### src/sv/equirect_to_perspective_remap_top_defines.svh
// assertion macros shared by the remap rtl
// needs signals named clock and reset in the module that uses them
`ifndef EQUIRECT_TO_PERSPECTIVE_REMAP_TOP_DEFINES_SVH
`define EQUIRECT_TO_PERSPECTIVE_REMAP_TOP_DEFINES_SVH

// same-cycle implication
`define EPR_ASSERT_NOW(label, ante, cons, msg) \
   label: assert property (@(posedge clock) disable iff (reset) (ante) |-> (cons)) \
      else $error(msg);

// next-cycle implication
`define EPR_ASSERT_NEXT(label, ante, cons, msg) \
   label: assert property (@(posedge clock) disable iff (reset) (ante) |=> (cons)) \
      else $error(msg);

`endif

### src/sv/epr_pkg.sv
// shared types and constants of the equirect-to-perspective remap
// no dependencies
`timescale 1ns / 1ps

package epr_pkg;

   // csr port
   localparam int CSR_INDEX_BITS = 3;
   localparam int CSR_DATA_BITS  = 32;

   localparam logic [CSR_INDEX_BITS-1:0] CSR_DEST_WIDTH   = 3'd0;
   localparam logic [CSR_INDEX_BITS-1:0] CSR_DEST_HEIGHT  = 3'd1;
   localparam logic [CSR_INDEX_BITS-1:0] CSR_SRC_WIDTH    = 3'd2;
   localparam logic [CSR_INDEX_BITS-1:0] CSR_SRC_HEIGHT   = 3'd3;
   localparam logic [CSR_INDEX_BITS-1:0] CSR_LINE_STRIDE  = 3'd4;
   localparam logic [CSR_INDEX_BITS-1:0] CSR_VERTICAL_TAN = 3'd5;

   localparam int STRIDE_BITS = 14;
   localparam int VTAN_BITS   = 17;
   localparam logic [VTAN_BITS-1:0] VTAN_ONE = 17'd65536;

   // register reset values
   localparam int RST_DEST_WIDTH   = 320;
   localparam int RST_DEST_HEIGHT  = 200;
   localparam int RST_SRC_WIDTH    = 1080;
   localparam int RST_SRC_HEIGHT   = 1920;
   localparam logic [STRIDE_BITS-1:0] RST_LINE_STRIDE  = 14'd3240;
   localparam logic [VTAN_BITS-1:0]   RST_VERTICAL_TAN = 17'd35032;

   // angle accumulator, Q0.32 turns
   localparam int ANGLE_BITS = 32;
   localparam int ANGLE_ENTRIES = 24;

   // atan(2^-i) in Q0.32 turns
   localparam logic signed [ANGLE_BITS-1:0] ATAN_TURNS [ANGLE_ENTRIES] = '{
      32'sh20000000, 32'sh12E4051E, 32'sh09FB385B, 32'sh051111D4,
      32'sh028B0D43, 32'sh0145D7E1, 32'sh00A2F61E, 32'sh00517C55,
      32'sh0028BE53, 32'sh00145F2F, 32'sh000A2F98, 32'sh000517CC,
      32'sh00028BE6, 32'sh000145F3, 32'sh0000A2F9, 32'sh0000517C,
      32'sh000028BE, 32'sh0000145F, 32'sh00000A2F, 32'sh00000517,
      32'sh0000028B, 32'sh00000145, 32'sh000000A2, 32'sh00000051
   };

   // sign and saturation of a normalized offset, travels with the divider
   typedef struct packed {
      logic neg;
      logic sat;
   } div_flags_type;

endpackage

### src/sv/epr_cordic_cell.sv
// one vectoring cordic step, result angle in turns
// depends on epr_pkg
`timescale 1ns / 1ps

module epr_cordic_cell
   import epr_pkg::*;
#(
   parameter int XW   = 20,
   parameter int STEP = 0
) (
   input  logic                         clock,
   input  logic                         load,
   input  logic signed [XW-1:0]         x_i,
   input  logic signed [XW-1:0]         y_i,
   input  logic signed [ANGLE_BITS-1:0] z_i,
   output logic signed [XW-1:0]         x_o,
   output logic signed [XW-1:0]         y_o,
   output logic signed [ANGLE_BITS-1:0] z_o
);

   logic signed [XW-1:0]         dx, dy;
   logic signed [XW-1:0]         x_in, y_in, x_ff, y_ff;
   logic signed [ANGLE_BITS-1:0] z_in, z_ff;

   // rotate toward the x axis
   always_comb begin
      dx = y_i >>> STEP;
      dy = x_i >>> STEP;
      if (!y_i[XW-1]) begin
         x_in = x_i + dx;
         y_in = y_i - dy;
         z_in = z_i + ATAN_TURNS[STEP];
      end else begin
         x_in = x_i - dx;
         y_in = y_i + dy;
         z_in = z_i - ATAN_TURNS[STEP];
      end
   end

   always_ff @(posedge clock) begin
      if (load) begin
         x_ff <= x_in;
         y_ff <= y_in;
         z_ff <= z_in;
      end
   end

   assign x_o = x_ff;
   assign y_o = y_ff;
   assign z_o = z_ff;

endmodule

### config.mk
export PLATFORM = sky130hd
export DESIGN_NAME = epr_cordic_cell
export DESIGN_NICKNAME = d
export VERILOG_FILES = /design/src/sv/equirect_to_perspective_remap_top_defines.svh /design/src/sv/epr_pkg.sv /design/src/sv/epr_cordic_cell.sv
export SDC_FILE = /design/constraint.sdc
export NUM_CORES = 1
export LEC_CHECK = 0
export ABC_AREA = 1
export ABC_CLOCK_PERIOD_IN_PS = 2350
export BUFFER_PORTS_ARGS = -buffer_cell sky130_fd_sc_hd__buf_2
export CAP_MARGIN = 30
export CORE_MARGIN = 5
export CORE_UTILIZATION = 40
export DETAILED_ROUTE_END_ITERATION = 8
export GPL_TIMING_DRIVEN = 0
export MAX_ROUTING_LAYER = met4
export SLEW_MARGIN = 20
export SYNTH_ARGS = -nofsm -noshare
export SYNTH_HDL_FRONTEND = slang
export SYNTH_SLANG_ARGS = --single-unit
### constraint.sdc
create_clock -name clock -period 2.35 [get_ports clock]
set_input_delay 0.235 -clock clock [delete_from_list [all_inputs] [get_ports clock]]
set_output_delay 0.235 -clock clock [all_outputs]
set_load 0.03 [all_outputs]
==> impl_results.md <==
- Run status: finished clean
- Share of the synthesized area in the top cell type: 0.352
- LEAKAGE: 3.85 nW
- Number of CTS-inserted buffers: 9
- Transition time at the pin with the least slew margin: 0.719 ns
- Worst hold-check path type: input port to flip-flop
- Layout fillers: 1542
- CTS H-tree lvls: 3
- Avg Synthesized Cell Area: 7.44 um2
- Quantity of I/O buffers inserted on ports: 144
- Clk slew on worst S/H paths: 0.06 ns
- Number of clock sinks seen by CTS: 71
- Flop and latch count out of synthesis: 71
- Capturing element type of the critical path: flip-flop
- Ratio of cells with drive above 1 in the final layout: 0.212
- Die boundary height: 133 um
- Multi-input gate area: 3250 um2
- Number of violations reported at the end of detailed-routing iteration 0: 377
- Clock root cell: sky130_fd_sc_hd__clkbuf_16
- Number of antenna violations at the first check in global routing: 0
- Most common cell after layout, fill and taps aside: sky130_fd_sc_hd__nand2_1
- Die X: 133 um
- Net count after synthesis: 950
- Detailed-placement wirelength estimate: 14400 um
- Final period demand of the worst path: 1.96 ns
- Initial Util: 0.403
- Nets: 1106
- Post-synthesis to final-layout area growth: 21.8%
- Worst path arrival time: 2.03 ns
- Hold Violations, Final: 0
- Leading register cell type out of synthesis: sky130_fd_sc_hd__edfxtp_1
- Clock tree from TritonCTS: yes
- Post-Syn Area: 6060 um2
- EDFF count, synth: 71
- CTS hold repair buffers: 0
- Detailed Route WL: 17400 um
- Crit-path max FO: 3
- Count of cells along the worst hold path: 1
- Area of all sequential standard cells: 2130 um2
- First-pass iteration count of the detailed router: 4
- Accumulated negative setup slack: 0 ns
- Max Cap Viol: 0
- Via density per instance: 4.92
- Full die area: 17700 um2
- Final setup violation count: 0
- DRC violations left: 0
- Sort of element at the start of the critical path: input port
- Post CTS Setup Buffer Count: 0
- Antenna viol nets, final: 0
- Global-route total usage across every layer: 0.200
- Core Area: 15000 um2
- Post-synth top area cell: sky130_fd_sc_hd__edfxtp_1
- Post-CTS resize count: 0
- Syn. warnings: 0
- Final worst-path cycle share: 0.836
- Number of global-route vias before repair: 5437
- Syn Inst Count: 815
- Leading cell types by total area after synthesis: sky130_fd_sc_hd__edfxtp_1 35%, sky130_fd_sc_hd__nand2_1 15%, sky130_fd_sc_hd__ha_1 12%
- Wire per inst: 15.0 um
- Relative slew slack: 0.521
- Std cell rows: 45
- Number of diodes: 0
- VDD IR max: 369 uV
- Number of vias in the routed layout: 5726
- Total congestion overflow after global routing: 0
- Top-level I/O count: 146
- Count of different cell masters after synthesis: 36
- Highest-count cells in the layout ignoring fill and taps: 245 x sky130_fd_sc_hd__nand2_1, 145 x sky130_fd_sc_hd__buf_2, 127 x sky130_fd_sc_hd__inv_1
- Maximum clock frequency: 0.509 GHz
- Final weighted congestion of routability-driven global placement: 0.983
- Final Max Slew Viols: 0
- PwrDens: 646 nW/um2
- RSZ-0062 raised after global routing: false
- Final cell utilization of the core: 0.491
- Deepest clock path buffer count: 2
- Global-route wire length before repair: 27600 um
- Final hold slack: 0.0833 ns
- Sequential element share of the synthesized area: 0.352
- Required time at the worst-slack endpoint: 2.41 ns
- Type of the worst setup path: input port to flip-flop
- Maximum number of pins on one net before global-route repair: 37
- Async SR Flop Fraction: 0
[registers in the layout (all words and copies together), names as in the netlist]
signal	count
z_o	32
y_o	20
x_o	19
[synth_stat cells (all sizes together) (7+ instances only)]
master	number
nand2	252
nor2	55
o21bai	9
inv	131
buf	20
ha	57
nand3	82
a21oi	49
edfxtp	71
nor3	7
xor2	14
o21ai	34
[final cells by class]
cell class,instances,share of cell area
Clock inverter,7,0.0163
Inverter,131,0.0666
Clock buffer,9,0.0305
Sequential cell,71,0.289
Multi-Input combinational cell,587,0.440
Buffer,26,0.0252
Timing Repair Buffer,145,0.101
Tap cell,188,0.0319
[cell families (layout without fill, tap and decap cells)]
family          after synthesis  in the layout  share of synthesized area
flops                        71             71                      0.352
buf+inv                     157            318                      0.112
fa+ha+maj                    61             61                      0.131
compound gates              102            102                     0.0927
xor+xnor                     16             16                     0.0231
simple gates                408            408                      0.290
[per-stage QoR]
stage	cell area, um2	std cells	total power [mW]	worst slack (ns)
detailed placement	7040	1148	3.23	0.0989
CTS	7380	1164	4.80	0.446
floorplan	6060	815	2.73	0.560
global route	7380	1164	5.03	0.264
global placement	7020	1147	3.21	0.109
finish	7380	1164	4.77	0.386
[worst max-delay path, cell delays in order]
cell and delay, ns:
sky130_fd_sc_hd__buf_2 0.12, sky130_fd_sc_hd__ha_1 0.24, sky130_fd_sc_hd__fa_1 0.42, sky130_fd_sc_hd__nand2_1 0.12
sky130_fd_sc_hd__nand2_1 0.08, sky130_fd_sc_hd__nand4_1 0.08, sky130_fd_sc_hd__nand2_1 0.13, sky130_fd_sc_hd__a21oi_1 0.29
sky130_fd_sc_hd__nand2_1 0.11, sky130_fd_sc_hd__nand3_1 0.10, sky130_fd_sc_hd__nand2_1 0.10
[power breakdown]
group	leakage, nW	switching [mW]	internal, mW
logic	2.99	1.11	0.490
clock network	0.166	0.520	1.04
registers	0.694	0.0308	1.58
total	3.85	1.66	3.11
[path summary, 6_finish.rpt]
kind | from | end | slack [ns]
max | x_i[0] | y_o[12] | 0.39
min | z_i[19] | z_o[19] | 0.08
[per-layer routing]
metal | share of wire | vias up | global-route usage
li1 | - | 2932 | -
met3 | 0.063 | 24 | 0.0261
met5 | 0 | - | -
met4 | 0.017 | 0 | 0.0589
met1 | 0.49 | 2575 | 0.285
met2 | 0.43 | 195 | 0.301
Note: power is estimated with default switching activity, not from simulation.
