===== src/sv/equirect_to_perspective_remap_top_defines.svh =====
// assertion macros shared by the remap rtl
// needs signals named clock and reset in the module that uses them
`ifndef EQUIRECT_TO_PERSPECTIVE_REMAP_TOP_DEFINES_SVH
`define EQUIRECT_TO_PERSPECTIVE_REMAP_TOP_DEFINES_SVH

// same-cycle implication
`define EPR_ASSERT_NOW(label, ante, cons, msg) \
   label: assert property (@(posedge clock) disable iff (reset) (ante) |-> (cons)) \
      else $error(msg);

// next-cycle implication
`define EPR_ASSERT_NEXT(label, ante, cons, msg) \
   label: assert property (@(posedge clock) disable iff (reset) (ante) |=> (cons)) \
      else $error(msg);

`endif


===== src/sv/epr_pkg.sv =====
// shared types and constants of the equirect-to-perspective remap
// no dependencies
`timescale 1ns / 1ps

package epr_pkg;

   // csr port
   localparam int CSR_INDEX_BITS = 3;
   localparam int CSR_DATA_BITS  = 32;

   localparam logic [CSR_INDEX_BITS-1:0] CSR_DEST_WIDTH   = 3'd0;
   localparam logic [CSR_INDEX_BITS-1:0] CSR_DEST_HEIGHT  = 3'd1;
   localparam logic [CSR_INDEX_BITS-1:0] CSR_SRC_WIDTH    = 3'd2;
   localparam logic [CSR_INDEX_BITS-1:0] CSR_SRC_HEIGHT   = 3'd3;
   localparam logic [CSR_INDEX_BITS-1:0] CSR_LINE_STRIDE  = 3'd4;
   localparam logic [CSR_INDEX_BITS-1:0] CSR_VERTICAL_TAN = 3'd5;

   localparam int STRIDE_BITS = 14;
   localparam int VTAN_BITS   = 17;
   localparam logic [VTAN_BITS-1:0] VTAN_ONE = 17'd65536;

   // register reset values
   localparam int RST_DEST_WIDTH   = 320;
   localparam int RST_DEST_HEIGHT  = 200;
   localparam int RST_SRC_WIDTH    = 1080;
   localparam int RST_SRC_HEIGHT   = 1920;
   localparam logic [STRIDE_BITS-1:0] RST_LINE_STRIDE  = 14'd3240;
   localparam logic [VTAN_BITS-1:0]   RST_VERTICAL_TAN = 17'd35032;

   // angle accumulator, Q0.32 turns
   localparam int ANGLE_BITS = 32;
   localparam int ANGLE_ENTRIES = 24;

   // atan(2^-i) in Q0.32 turns
   localparam logic signed [ANGLE_BITS-1:0] ATAN_TURNS [ANGLE_ENTRIES] = '{
      32'sh20000000, 32'sh12E4051E, 32'sh09FB385B, 32'sh051111D4,
      32'sh028B0D43, 32'sh0145D7E1, 32'sh00A2F61E, 32'sh00517C55,
      32'sh0028BE53, 32'sh00145F2F, 32'sh000A2F98, 32'sh000517CC,
      32'sh00028BE6, 32'sh000145F3, 32'sh0000A2F9, 32'sh0000517C,
      32'sh000028BE, 32'sh0000145F, 32'sh00000A2F, 32'sh00000517,
      32'sh0000028B, 32'sh00000145, 32'sh000000A2, 32'sh00000051
   };

   // sign and saturation of a normalized offset, travels with the divider
   typedef struct packed {
      logic neg;
      logic sat;
   } div_flags_type;

endpackage


===== src/sv/epr_div_cell.sv =====
// one restoring-division cell: one quotient bit per cycle while load is high
// depends on epr_pkg
`timescale 1ns / 1ps

module epr_div_cell
   import epr_pkg::*;
#(
   parameter int DB = 10,
   parameter int F  = 16
) (
   input  logic          clock,
   input  logic          load,
   input  logic [DB-1:0] divisor,
   input  logic [DB-1:0] rem_i,
   input  logic [F-1:0]  quo_i,
   input  div_flags_type flags_i,
   output logic [DB-1:0] rem_o,
   output logic [F-1:0]  quo_o,
   output div_flags_type flags_o
);

   logic [DB:0]   shifted;
   logic [DB:0]   diff;
   logic          take;
   logic [DB-1:0] rem_in, rem_ff;
   logic [F-1:0]  quo_in, quo_ff;
   div_flags_type flags_ff;

   // trial subtract of the divisor from the doubled remainder
   always_comb begin
      shifted = {rem_i, 1'b0};
      take    = shifted >= {1'b0, divisor};
      diff    = shifted - {1'b0, divisor};
      rem_in  = take ? diff[DB-1:0] : shifted[DB-1:0];
      quo_in  = {quo_i[F-2:0], take};
   end

   always_ff @(posedge clock) begin
      if (load) begin
         rem_ff   <= rem_in;
         quo_ff   <= quo_in;
         flags_ff <= flags_i;
      end
   end

   assign rem_o   = rem_ff;
   assign quo_o   = quo_ff;
   assign flags_o = flags_ff;

endmodule


===== config.mk =====
export PLATFORM = sky130hd
export DESIGN_NAME = epr_div_cell
export DESIGN_NICKNAME = d
export VERILOG_FILES = /design/src/sv/equirect_to_perspective_remap_top_defines.svh /design/src/sv/epr_pkg.sv /design/src/sv/epr_div_cell.sv
export SDC_FILE = /design/constraint.sdc
export NUM_CORES = 1
export LEC_CHECK = 0
export BUFFER_PORTS_ARGS = -buffer_cell sky130_fd_sc_hd__clkbuf_2
export CAP_MARGIN = 10
export CORE_MARGIN = 2
export CORE_UTILIZATION = 50
export DETAILED_ROUTE_END_ITERATION = 8
export PLACE_DENSITY = 0.94
export SYNTH_ARGS = -nofsm -noshare
export SYNTH_HDL_FRONTEND = slang
export SYNTH_SLANG_ARGS = --single-unit

===== constraint.sdc =====
create_clock -name clock -period 4.8 [get_ports clock]
set_input_delay 0.24 -clock clock [delete_from_list [all_inputs] [get_ports clock]]
set_output_delay 0.24 -clock clock [all_outputs]
set_load 0.05 [all_outputs]

==> results of run 1 <==
[synth_stat cells, types with 2 or more instances]
cell,number,area (um2)
nor2_1,3,11.3
o21ai_0,3,15.0
mux2i_1,2,20.0
xnor2_1,4,35.0
mux2_4,8,120
nor3_1,2,10.0
a21oi_1,4,20.0
nand2b_1,2,12.5
nand3_1,2,10.0
edfxtp_1,28,841
o21ai_1,2,10.0
ha_1,10,125
o21bai_1,2,15.0
inv_1,10,37.5
xor2_1,3,26.3
nor2b_1,3,18.8
[cells by family after synthesis]
| family | after synthesis |
|---|---|
| AOI/OAI and AO/OA | 19 |
| xor gates and xnor gates | 7 |
| adders and majority gates | 11 |
| buffers and inverters | 11 |
| DFF | 28 |
| muxes | 11 |
| and+or+nand+nor | 17 |
[per-stage QoR]
step	setup WS, ns	total power (uW)
floorplan	2.49	486
global placement	2.21	534
detailed placement	2.13	544
CTS	2.48	634
global route	2.41	661
finish	2.44	629
[worst max path at each step]
stage	startpoint	to	slack [ns]	cells after the start
finish	divisor[1]	rem_o[9]	2.44	8
global route	divisor[1]	rem_o[9]	2.41	8
CTS	divisor[1]	rem_o[9]	2.48	8
detailed placement	divisor[1]	rem_o[9]	2.13	8
global placement	divisor[1]	rem_o[9]	2.21	8
floorplan	divisor[1]	rem_o[1]	2.49	8
[layout by cell type, fill, tap and decap left out]
cell type / instances
fa_1: 1
a211oi_1: 1
xor2_1: 3
mux2_4: 8
a31oi_1: 1
o32a_4: 1
a21o_1: 1
inv_1: 10
or4b_2: 1
nor3_1: 2
nand3_1: 2
edfxtp_1: 28
o21ai_1: 2
nor2_1: 3
clkbuf_2: 66
nand4_1: 1
a41o_1: 1
nor2b_1: 3
mux2_1: 1
o31a_1: 1
nand2_1: 1
mux2i_1: 2
o21bai_1: 2
or4_1: 1
nand2b_1: 2
clkinv_1: 1
o21ai_0: 3
clkbuf_4: 3
and2_1: 1
a21oi_1: 4
xnor2_1: 4
a211o_1: 1
o21a_1: 1
ha_1: 10
[critical path: cells and delay by family]
family,cells,cell delay (ns)
fa+ha+maj,1,0.32
mux,1,0.42
compound gates,3,1.16
buf+inv,2,0.13
simple gates,1,0.16
[state kept, by name, indices dropped and copies added (netlist names)]
signal,cells
flags_o,2
rem_o,10
quo_o,16
[per-layer routing]
| layer | routed length [um] | up-vias |
|---|---|---|
| li1 | - | 537 |
| met1 | 1030 | 497 |
| met2 | 1600 | 59 |
| met3 | 320 | 6 |
| met4 | 51 | 0 |
| met5 | 0 | - |
[layout make-up]
type                       count  area (um2)
clock inverter                 1        3.75
clock buffer                   3        22.5
inverter                      10        37.5
multi-input combinational     65         593
fill                         194         915
sequential                    28         841
tap                           31        38.8
timing repair buffer          66         330
[power by group through the flow]
stage	clock (uW)	sequential [uW]	combinational, uW
floorplan	0	404	82.0
global placement	0	312	222
detailed placement	0	313	231
CTS	95.7	307	231
global route	106	309	246
finish	91.2	307	231
==> impl_metrics.json, run 1 <==
{
  "post_route_hold_slack_ns": 0.0943,
  "hold_buffers": 0,
  "hold_viol_final": 0,
  "root_buffer": "clkbuf_4",
  "postSynthNetCount": 155,
  "global_placement_routability_congestion": 0.919,
  "coreArea_um2": 2780,
  "power.leakage_uw": 0.000893,
  "count_of_inserted_antenna_diode_cells": 0,
  "critPathCaptureType": "register",
  "die_area_um2": 3420,
  "globalRouteMet3Util_pct": 4.62,
  "crit_type": "in -> reg",
  "max_clock_freq_mhz": 423,
  "finalSetupViolCount": 0,
  "timing.critical_path.slowest_cell_delay_ns": 0.46,
  "maximum_number_of_pins_on_one_net_before_global_route_repair": 29,
  "post_dp_cell_area_um2": 1840,
  "detailedRoute.firstIterationViolations": 27,
  "routed-via-count": 1099,
  "worst-endpoint-arrival_ns": 2.43,
  "pwr-share-comb_pct": 36.8,
  "timing.slew.headroom_pct": 55.8,
  "die_h_um": 58.5,
  "switching_share_pct": 35.0,
  "final_max_slew_viol_count": 0,
  "synthAdderAreaFrac_pct": 9.79,
  "clk_pin_slew_ns": 0.13,
  "post-cts-setup-buffers": 0,
  "power.sequential.fraction_pct": 48.7,
  "worstHoldPathType": "in -> reg",
  "grt_antenna_before_repair": 0,
  "post-route-drc-count": 0,
  "layout-area-overhead-vs-synth_pct": 25.9,
  "setup_repair_after_global_routing_missed_its_margin": "false",
  "netSwitchingPower_uw": 220,
  "timing.hold.worst.start": "flags_i[1]",
  "final_cell_area_um2": 1870,
  "grt_first_pass_wirelength_mm": 4.81,
  "detailed_place_hpwl_mm": 2.48,
  "timing.final.crit_share_pct": 49.2,
  "grt.busiest_layer": "met2",
  "finalCoreUtilization_pct": 67.1,
  "synth_xor_xnor_area_share_pct": 4.14,
  "grt_overflow": 0,
  "compound_gate_fraction_of_synth_area_pct": 9.37,
  "power_density_nw_per_um2": 337,
  "ys_seq_area_share_pct": 56.7,
  "fin_nets": 225,
  "tightestPinTransition_ns": 0.663,
  "worstHoldEndpoint": "flags_o[1]",
  "outcome": "finished clean",
  "synthesis.yosys.warnings": 0,
  "ys_ff_latch": 28,
  "synth.cell_area_um2": 1480,
  "number_of_standard_cells_in_the_layout_taps_in_and_fillers_out": 204,
  "cp.required_ns": 4.87,
  "post-place-cells": 200,
  "die_w_um": 58.5,
  "groute.layer.met2.usage_pct": 37.2,
  "cts_max_path_buffers": 2,
  "count_of_flip_flops_with_a_built_in_enable_after_synthesis": 28,
  "first_global_vias": 1155,
  "max_cap_check_violation_count": 0,
  "number_of_cells_upsized_or_downsized_after_cts": 0,
  "critPathMaxFanout": 11,
  "max-vdd-ir-drop_mv": 0.304,
  "synth_cells": 104,
  "floorplan.initialDensity_pct": 53.3,
  "grt.total_usage_pct": 18.8,
  "fraction_of_the_mapped_netlist_area_in_simple_logic_gates_pct": 6.50,
  "synth_top_flop_cell": "edfxtp_1",
  "num_io_pins": 68,
  "viasPerCell": 5.39,
  "routedWlPerCell_um": 14.7,
  "total_cts_buffers": 3,
  "min_path_cells": 1,
  "setup_total_negative_slack_ns": 0,
  "cts_max_level": 1,
  "post_route_cells_drive_above_1_share_pct": 45.7,
  "syn-mean-instance-area_um2": 14.3,
  "crit_path_top_delay_cell": "a41o_1",
  "io_buffer_count": 66,
  "crit_path_start_kind": "input port",
  "combinational_family_with_the_most_area_after_synthesis": "multiplexers",
  "clkPwrFrac_pct": 14.5,
  "synth.lib_cells_used.distinct": 32,
  "finalCriticalPeriod_ns": 2.36,
  "internal_power_uw": 409,
  "tritoncts_clock_tree": "done",
  "muxShareOfSynthArea_pct": 10.2,
  "ant_nets": 0,
  "row_count": 19,
  "clock-sinks": 28,
  "grt_use_met1_pct": 17.7,
  "critical_path.cell_chain": "clkbuf_2, inv_1, ha_1, nor2b_1, o31a_1, o32a_4, a41o_1, mux2_1",
  "synthArstFlopShare_pct": 0,
  "drt_pass1_iterations": 4,
  "totalWireLength_mm": 3.00
}
Power figures use the tool's default switching activity.
==> run 2, diff against run 1 <==
CORE_UTILIZATION = 46   (was 50)
PLACE_DENSITY = 0.88   (was 0.94)
clock period = 2.2 ns   (was 4.8 ns; I/O delays follow)
==> run 2 against run 1 <==
Effect of this change:
- clock-buffer cell count did not move
- die area rose by 8.1%
- first-iteration DRC count rose by 7.4%
- sequential cell count did not move
- combinational power rose by 150%
- highest routed layer unchanged
- critical endpoint unchanged
- clock power rose by 110%
- global-route usage rose by 0.95 points
- critical path type unchanged
- largest power group unchanged
- worst hold slack improved by 0.034 ns
==> impl_metrics.json, run 2 (synthesis results as in run 1) <==
{
  "post_dp_cell_area_um2": 1970,
  "finalCriticalPeriod_ns": 2.02,
  "post_route_hold_slack_ns": 0.128,
  "num_io_pins": 68,
  "floorplan.initialDensity_pct": 48.6,
  "most_frequent_standard_cell_in_the_layout_excluding_fill_and_tap_cells": "clkbuf_2",
  "max-vdd-ir-drop_mv": 0.292,
  "largest_register_ff_count": 16,
  "post-route-drc-count": 0,
  "max_clock_freq_mhz": 495,
  "root_buffer": "clkbuf_4",
  "worst-endpoint-arrival_ns": 2.09,
  "hold_viol_final": 0,
  "timing.slew.headroom_pct": 57.6,
  "die_w_um": 60.8,
  "post_route_cells_drive_above_1_share_pct": 45.8,
  "routed-via-count": 1220,
  "final_cell_area_um2": 2170,
  "post-cts-setup-buffers": 0,
  "power_density_nw_per_um2": 658,
  "max_cap_check_violation_count": 0,
  "finalCoreUtilization_pct": 71.0,
  "cp.required_ns": 2.27,
  "drt_pass1_iterations": 4,
  "grt_antenna_before_repair": 0,
  "grt_overflow": 0,
  "grt.total_usage_pct": 19.8,
  "worstHoldPathType": "in -> reg",
  "timing.final.crit_share_pct": 91.9,
  "critPathCaptureType": "register",
  "fin_nets": 256,
  "grt_first_pass_wirelength_mm": 5.30,
  "count_of_inserted_antenna_diode_cells": 0,
  "detailedRoute.firstIterationViolations": 29,
  "first_global_vias": 1253,
  "maximum_number_of_pins_on_one_net_before_global_route_repair": 29,
  "tritoncts_clock_tree": "done",
  "layout-area-overhead-vs-synth_pct": 46.2,
  "total_cts_buffers": 3,
  "ant_nets": 0,
  "detailed_place_hpwl_mm": 2.55,
  "power.total_uw": 1430,
  "layout.cells.most_common_list": "clkbuf_2 (66), edfxtp_1 (28), dlygate4sd3_1 (17), buf_4 (13)",
  "global_placement_routability_congestion": 0.916,
  "cts_max_level": 1,
  "cts_max_path_buffers": 2,
  "io_buffer_count": 66,
  "die_area_um2": 3690,
  "number_of_standard_cells_in_the_layout_taps_in_and_fillers_out": 247,
  "crit_type": "in -> reg",
  "timing.hold.worst.start": "rem_i[7]",
  "clock-sinks": 28,
  "critPathMaxFanout": 11,
  "power.leakage_uw": 0.00104,
  "totalWireLength_mm": 3.50,
  "post-place-cells": 227,
  "routedWlPerCell_um": 14.2,
  "min_path_cells": 2,
  "crit_start": "divisor[1]",
  "crit_path_start_kind": "input port",
  "tightestPinTransition_ns": 0.635,
  "worstHoldEndpoint": "rem_o[8]",
  "outcome": "finished clean",
  "finalSetupViolCount": 0,
  "setup_repair_after_global_routing_missed_its_margin": "false",
  "viasPerCell": 4.94,
  "row_count": 20,
  "clk_pin_slew_ns": 0.12,
  "die_h_um": 60.8,
  "coreArea_um2": 3050,
  "number_of_cells_upsized_or_downsized_after_cts": 0,
  "hold_buffers": 17,
  "final_max_slew_viol_count": 0
}
## run 2: cell count changes in the layout (fill, tap and decap cells not counted), sizes merged
| cell | before | now |
|---|---|---|
| dlygate4sd3 | 0 | 17 |
| clkinv | 1 | 0 |
| buf | 0 | 14 |
## run 2: worst max path at each step
stage,endpoint,cells past startpoint
after floorplan,rem_o[1],8
after global placement,rem_o[9],9
after detailed placement,rem_o[9],9
after CTS,rem_o[9],9
after global routing,rem_o[9],9
final,rem_o[9],9
## run 2: power by group
part | switching [uW] | internal (uW) | total, uW
Clock | 123 | 63.9 | 187
Combinational | 346 | 220 | 566
Sequential | 17.5 | 656 | 674
Total | 486 | 940 | 1430
## run 2: worst max-delay path: stages
cell      delay (ns)
clkbuf_2        0.07
inv_1           0.04
ha_1            0.30
nor2b_1         0.15
o31a_1          0.28
o32a_4          0.36
a41o_1          0.28
buf_12          0.16
mux2_1          0.32
## run 2: routing by layer
layer	up-vias	GRT usage, %	share of wire, %
met1	556	21.1	39
met3	8	2.77	7.4
met4	0	11.8	2.8
met5	-	0	0
li1	588	-	-
met2	68	36.7	51
## run 2: final cells by class
class / instances / area (um2)
fill: 231 / 886
sequential: 28 / 841
timing repair buffer: 97 / 618
multi-input combinational: 65 / 593
tap: 44 / 55.1
inverter: 10 / 37.5
clock buffer: 3 / 22.5
## run 2: per-stage QoR
stage | setup WS [ns] | TNS (ns)
floorplan | 0.0160 | 0
global placement | -0.0697 | -0.489
detailed placement | -0.133 | -0.926
CTS | 0.208 | 0
global route | 0.160 | 0
finish | 0.179 | 0
==> run 3, diff against run 2 <==
CORE_UTILIZATION = 48   (was 46)
CTS_BUF_LIST = sky130_fd_sc_hd__clkbuf_4 sky130_fd_sc_hd__clkbuf_8   (was not set)
MAX_ROUTING_LAYER = met4   (was not set)
PLACE_DENSITY = 0.91   (was 0.88)
==> run 3 against run 2 <==
Effect of this change:
- total power rose by 8.9%
- worst hold slack got worse by 0.017 ns
- highest routed layer unchanged
- final cell count fell by 4.0%
- fmax rose by 2.8%
- combinational power fell by 1%
- sequential cell count did not move
- core utilization rose by 1.3 points
- critical path type unchanged
- sequential power barely moved
- global-route usage fell by 0.35 points
- first-iteration DRC count rose by 3.4%
==> impl_metrics.json, run 3 (synthesis results as in run 1) <==
{
  "outcome": "finished clean",
  "finalSetupViolCount": 0,
  "die_h_um": 59.6,
  "cts_max_path_buffers": 2,
  "num_io_pins": 68,
  "coreArea_um2": 3000,
  "floorplan.initialDensity_pct": 49.4,
  "count_of_inserted_antenna_diode_cells": 0,
  "detailedRoute.firstIterationViolations": 30,
  "first_global_vias": 1179,
  "most_frequent_standard_cell_in_the_layout_excluding_fill_and_tap_cells": "clkbuf_2",
  "max_clock_freq_mhz": 509,
  "number_of_standard_cells_in_the_layout_taps_in_and_fillers_out": 237,
  "grt_first_pass_wirelength_mm": 4.97,
  "grt.total_usage_pct": 19.5,
  "ant_nets": 0,
  "root_buffer": "clkbuf_4",
  "place_worst_setup_slack_ns": -0.111,
  "post-place-cells": 216,
  "io_buffer_count": 66,
  "layout.cells.most_common_list": "clkbuf_2 (66), edfxtp_1 (28), dlygate4sd3_1 (17), buf_4 (14)",
  "critPathCaptureType": "register",
  "post-route-drc-count": 0,
  "layout-area-overhead-vs-synth_pct": 46.4,
  "power.leakage_uw": 0.00104,
  "routedWlPerCell_um": 14.1,
  "filler_cell_count": 181,
  "grt_overflow": 0,
  "totalWireLength_mm": 3.35,
  "multi_input_comb_area_um2": 593,
  "worstHoldPathType": "in -> reg",
  "global_placement_routability_congestion": 0.894,
  "timing.final.crit_share_pct": 89.3,
  "max-vdd-ir-drop_mv": 0.285,
  "largest_register_ff_count": 16,
  "clock-sinks": 28,
  "final.setup.worst_slack_ns": 0.235,
  "maximum_number_of_pins_on_one_net_before_global_route_repair": 29,
  "finalCriticalPeriod_ns": 1.96,
  "timing.slew.headroom_pct": 57.3,
  "drt_pass1_iterations": 6,
  "tightestPinTransition_ns": 0.641,
  "post_route_cells_drive_above_1_share_pct": 46.1,
  "routed-via-count": 1208,
  "total_cts_buffers": 3,
  "crit_path_start_kind": "input port",
  "max_cap_check_violation_count": 0,
  "viasPerCell": 5.10,
  "worst-endpoint-arrival_ns": 2.05,
  "grt_antenna_before_repair": 0,
  "fin_nets": 256,
  "cts_max_level": 1,
  "final_max_slew_viol_count": 0,
  "post-cts-setup-buffers": 0,
  "tritoncts_clock_tree": "done",
  "regArea_um2": 841,
  "detailed_place_hpwl_mm": 2.48,
  "crit_type": "in -> reg",
  "cp.required_ns": 2.29,
  "power_density_nw_per_um2": 715,
  "post_route_hold_slack_ns": 0.110,
  "die_area_um2": 3550,
  "clk_pin_slew_ns": 0.14,
  "number_of_cells_upsized_or_downsized_after_cts": 0,
  "setup_repair_after_global_routing_missed_its_margin": "false",
  "critPathMaxFanout": 8,
  "hold_viol_final": 0,
  "row_count": 20,
  "die_w_um": 59.6
}
-- run 3: layout make-up --
class                      count  share of cell area (%)
sequential                    28                    38.7
timing repair buffer          97                    27.9
multi-input combinational     65                    27.3
tap                           33                    1.90
inverter                      10                    1.73
clock inverter                 1                    1.38
clock buffer                   3                    1.04
-- run 3: worst paths after layout --
path | to | slack [ns] | cells past startpoint | startpoint
worst max-delay path | rem_o[2] | 0.24 | 9 | divisor[1]
worst min-delay path | rem_o[9] | 0.11 | 2 | rem_i[8]
-- run 3: timing repair --
action / 4_1_cts / 5_1_grt
hold buffers: 17 / 0
hold endpoints to repair: 17 / 0
setup endpoints to repair: 0 / 0
-- run 3: report_power, final --
part           leakage (uW)  switching (uW)  internal [uW]
Sequential         0.000274            15.3            656
Combinational      0.000742             343            216
Clock             0.0000279             139            184
Total               0.00104             497           1060
-- run 3: stage by stage --
stage / TNS [ns] / util (%) / total power [uW] / instance area (um2)
global placement: -0.524 / 64.9 / 1200 / 1950
floorplan: 0 / - / 1060 / 1480
CTS: 0 / 72.3 / 1560 / 2170
finish: 0 / 72.3 / 1550 / 2170
detailed placement: -0.860 / 64.9 / 1220 / 1950
global route: 0 / 72.3 / 1620 / 2170
-- run 3: worst max-delay path, stage by stage --
cell      delay, ns
clkbuf_2       0.08
inv_1          0.04
ha_1           0.30
nor2b_1        0.15
o31a_1         0.28
o32a_4         0.37
a41o_1         0.25
buf_4          0.18
mux2_4         0.30
-- run 3: layer usage --
layer  track usage, %  up-vias  share of wire (%)
met5                -        -                  0
met4             6.98        0                1.1
met3             4.15        4                9.2
met2             34.5       65                 50
met1             21.3      549                 39
li1                 -      590                  -
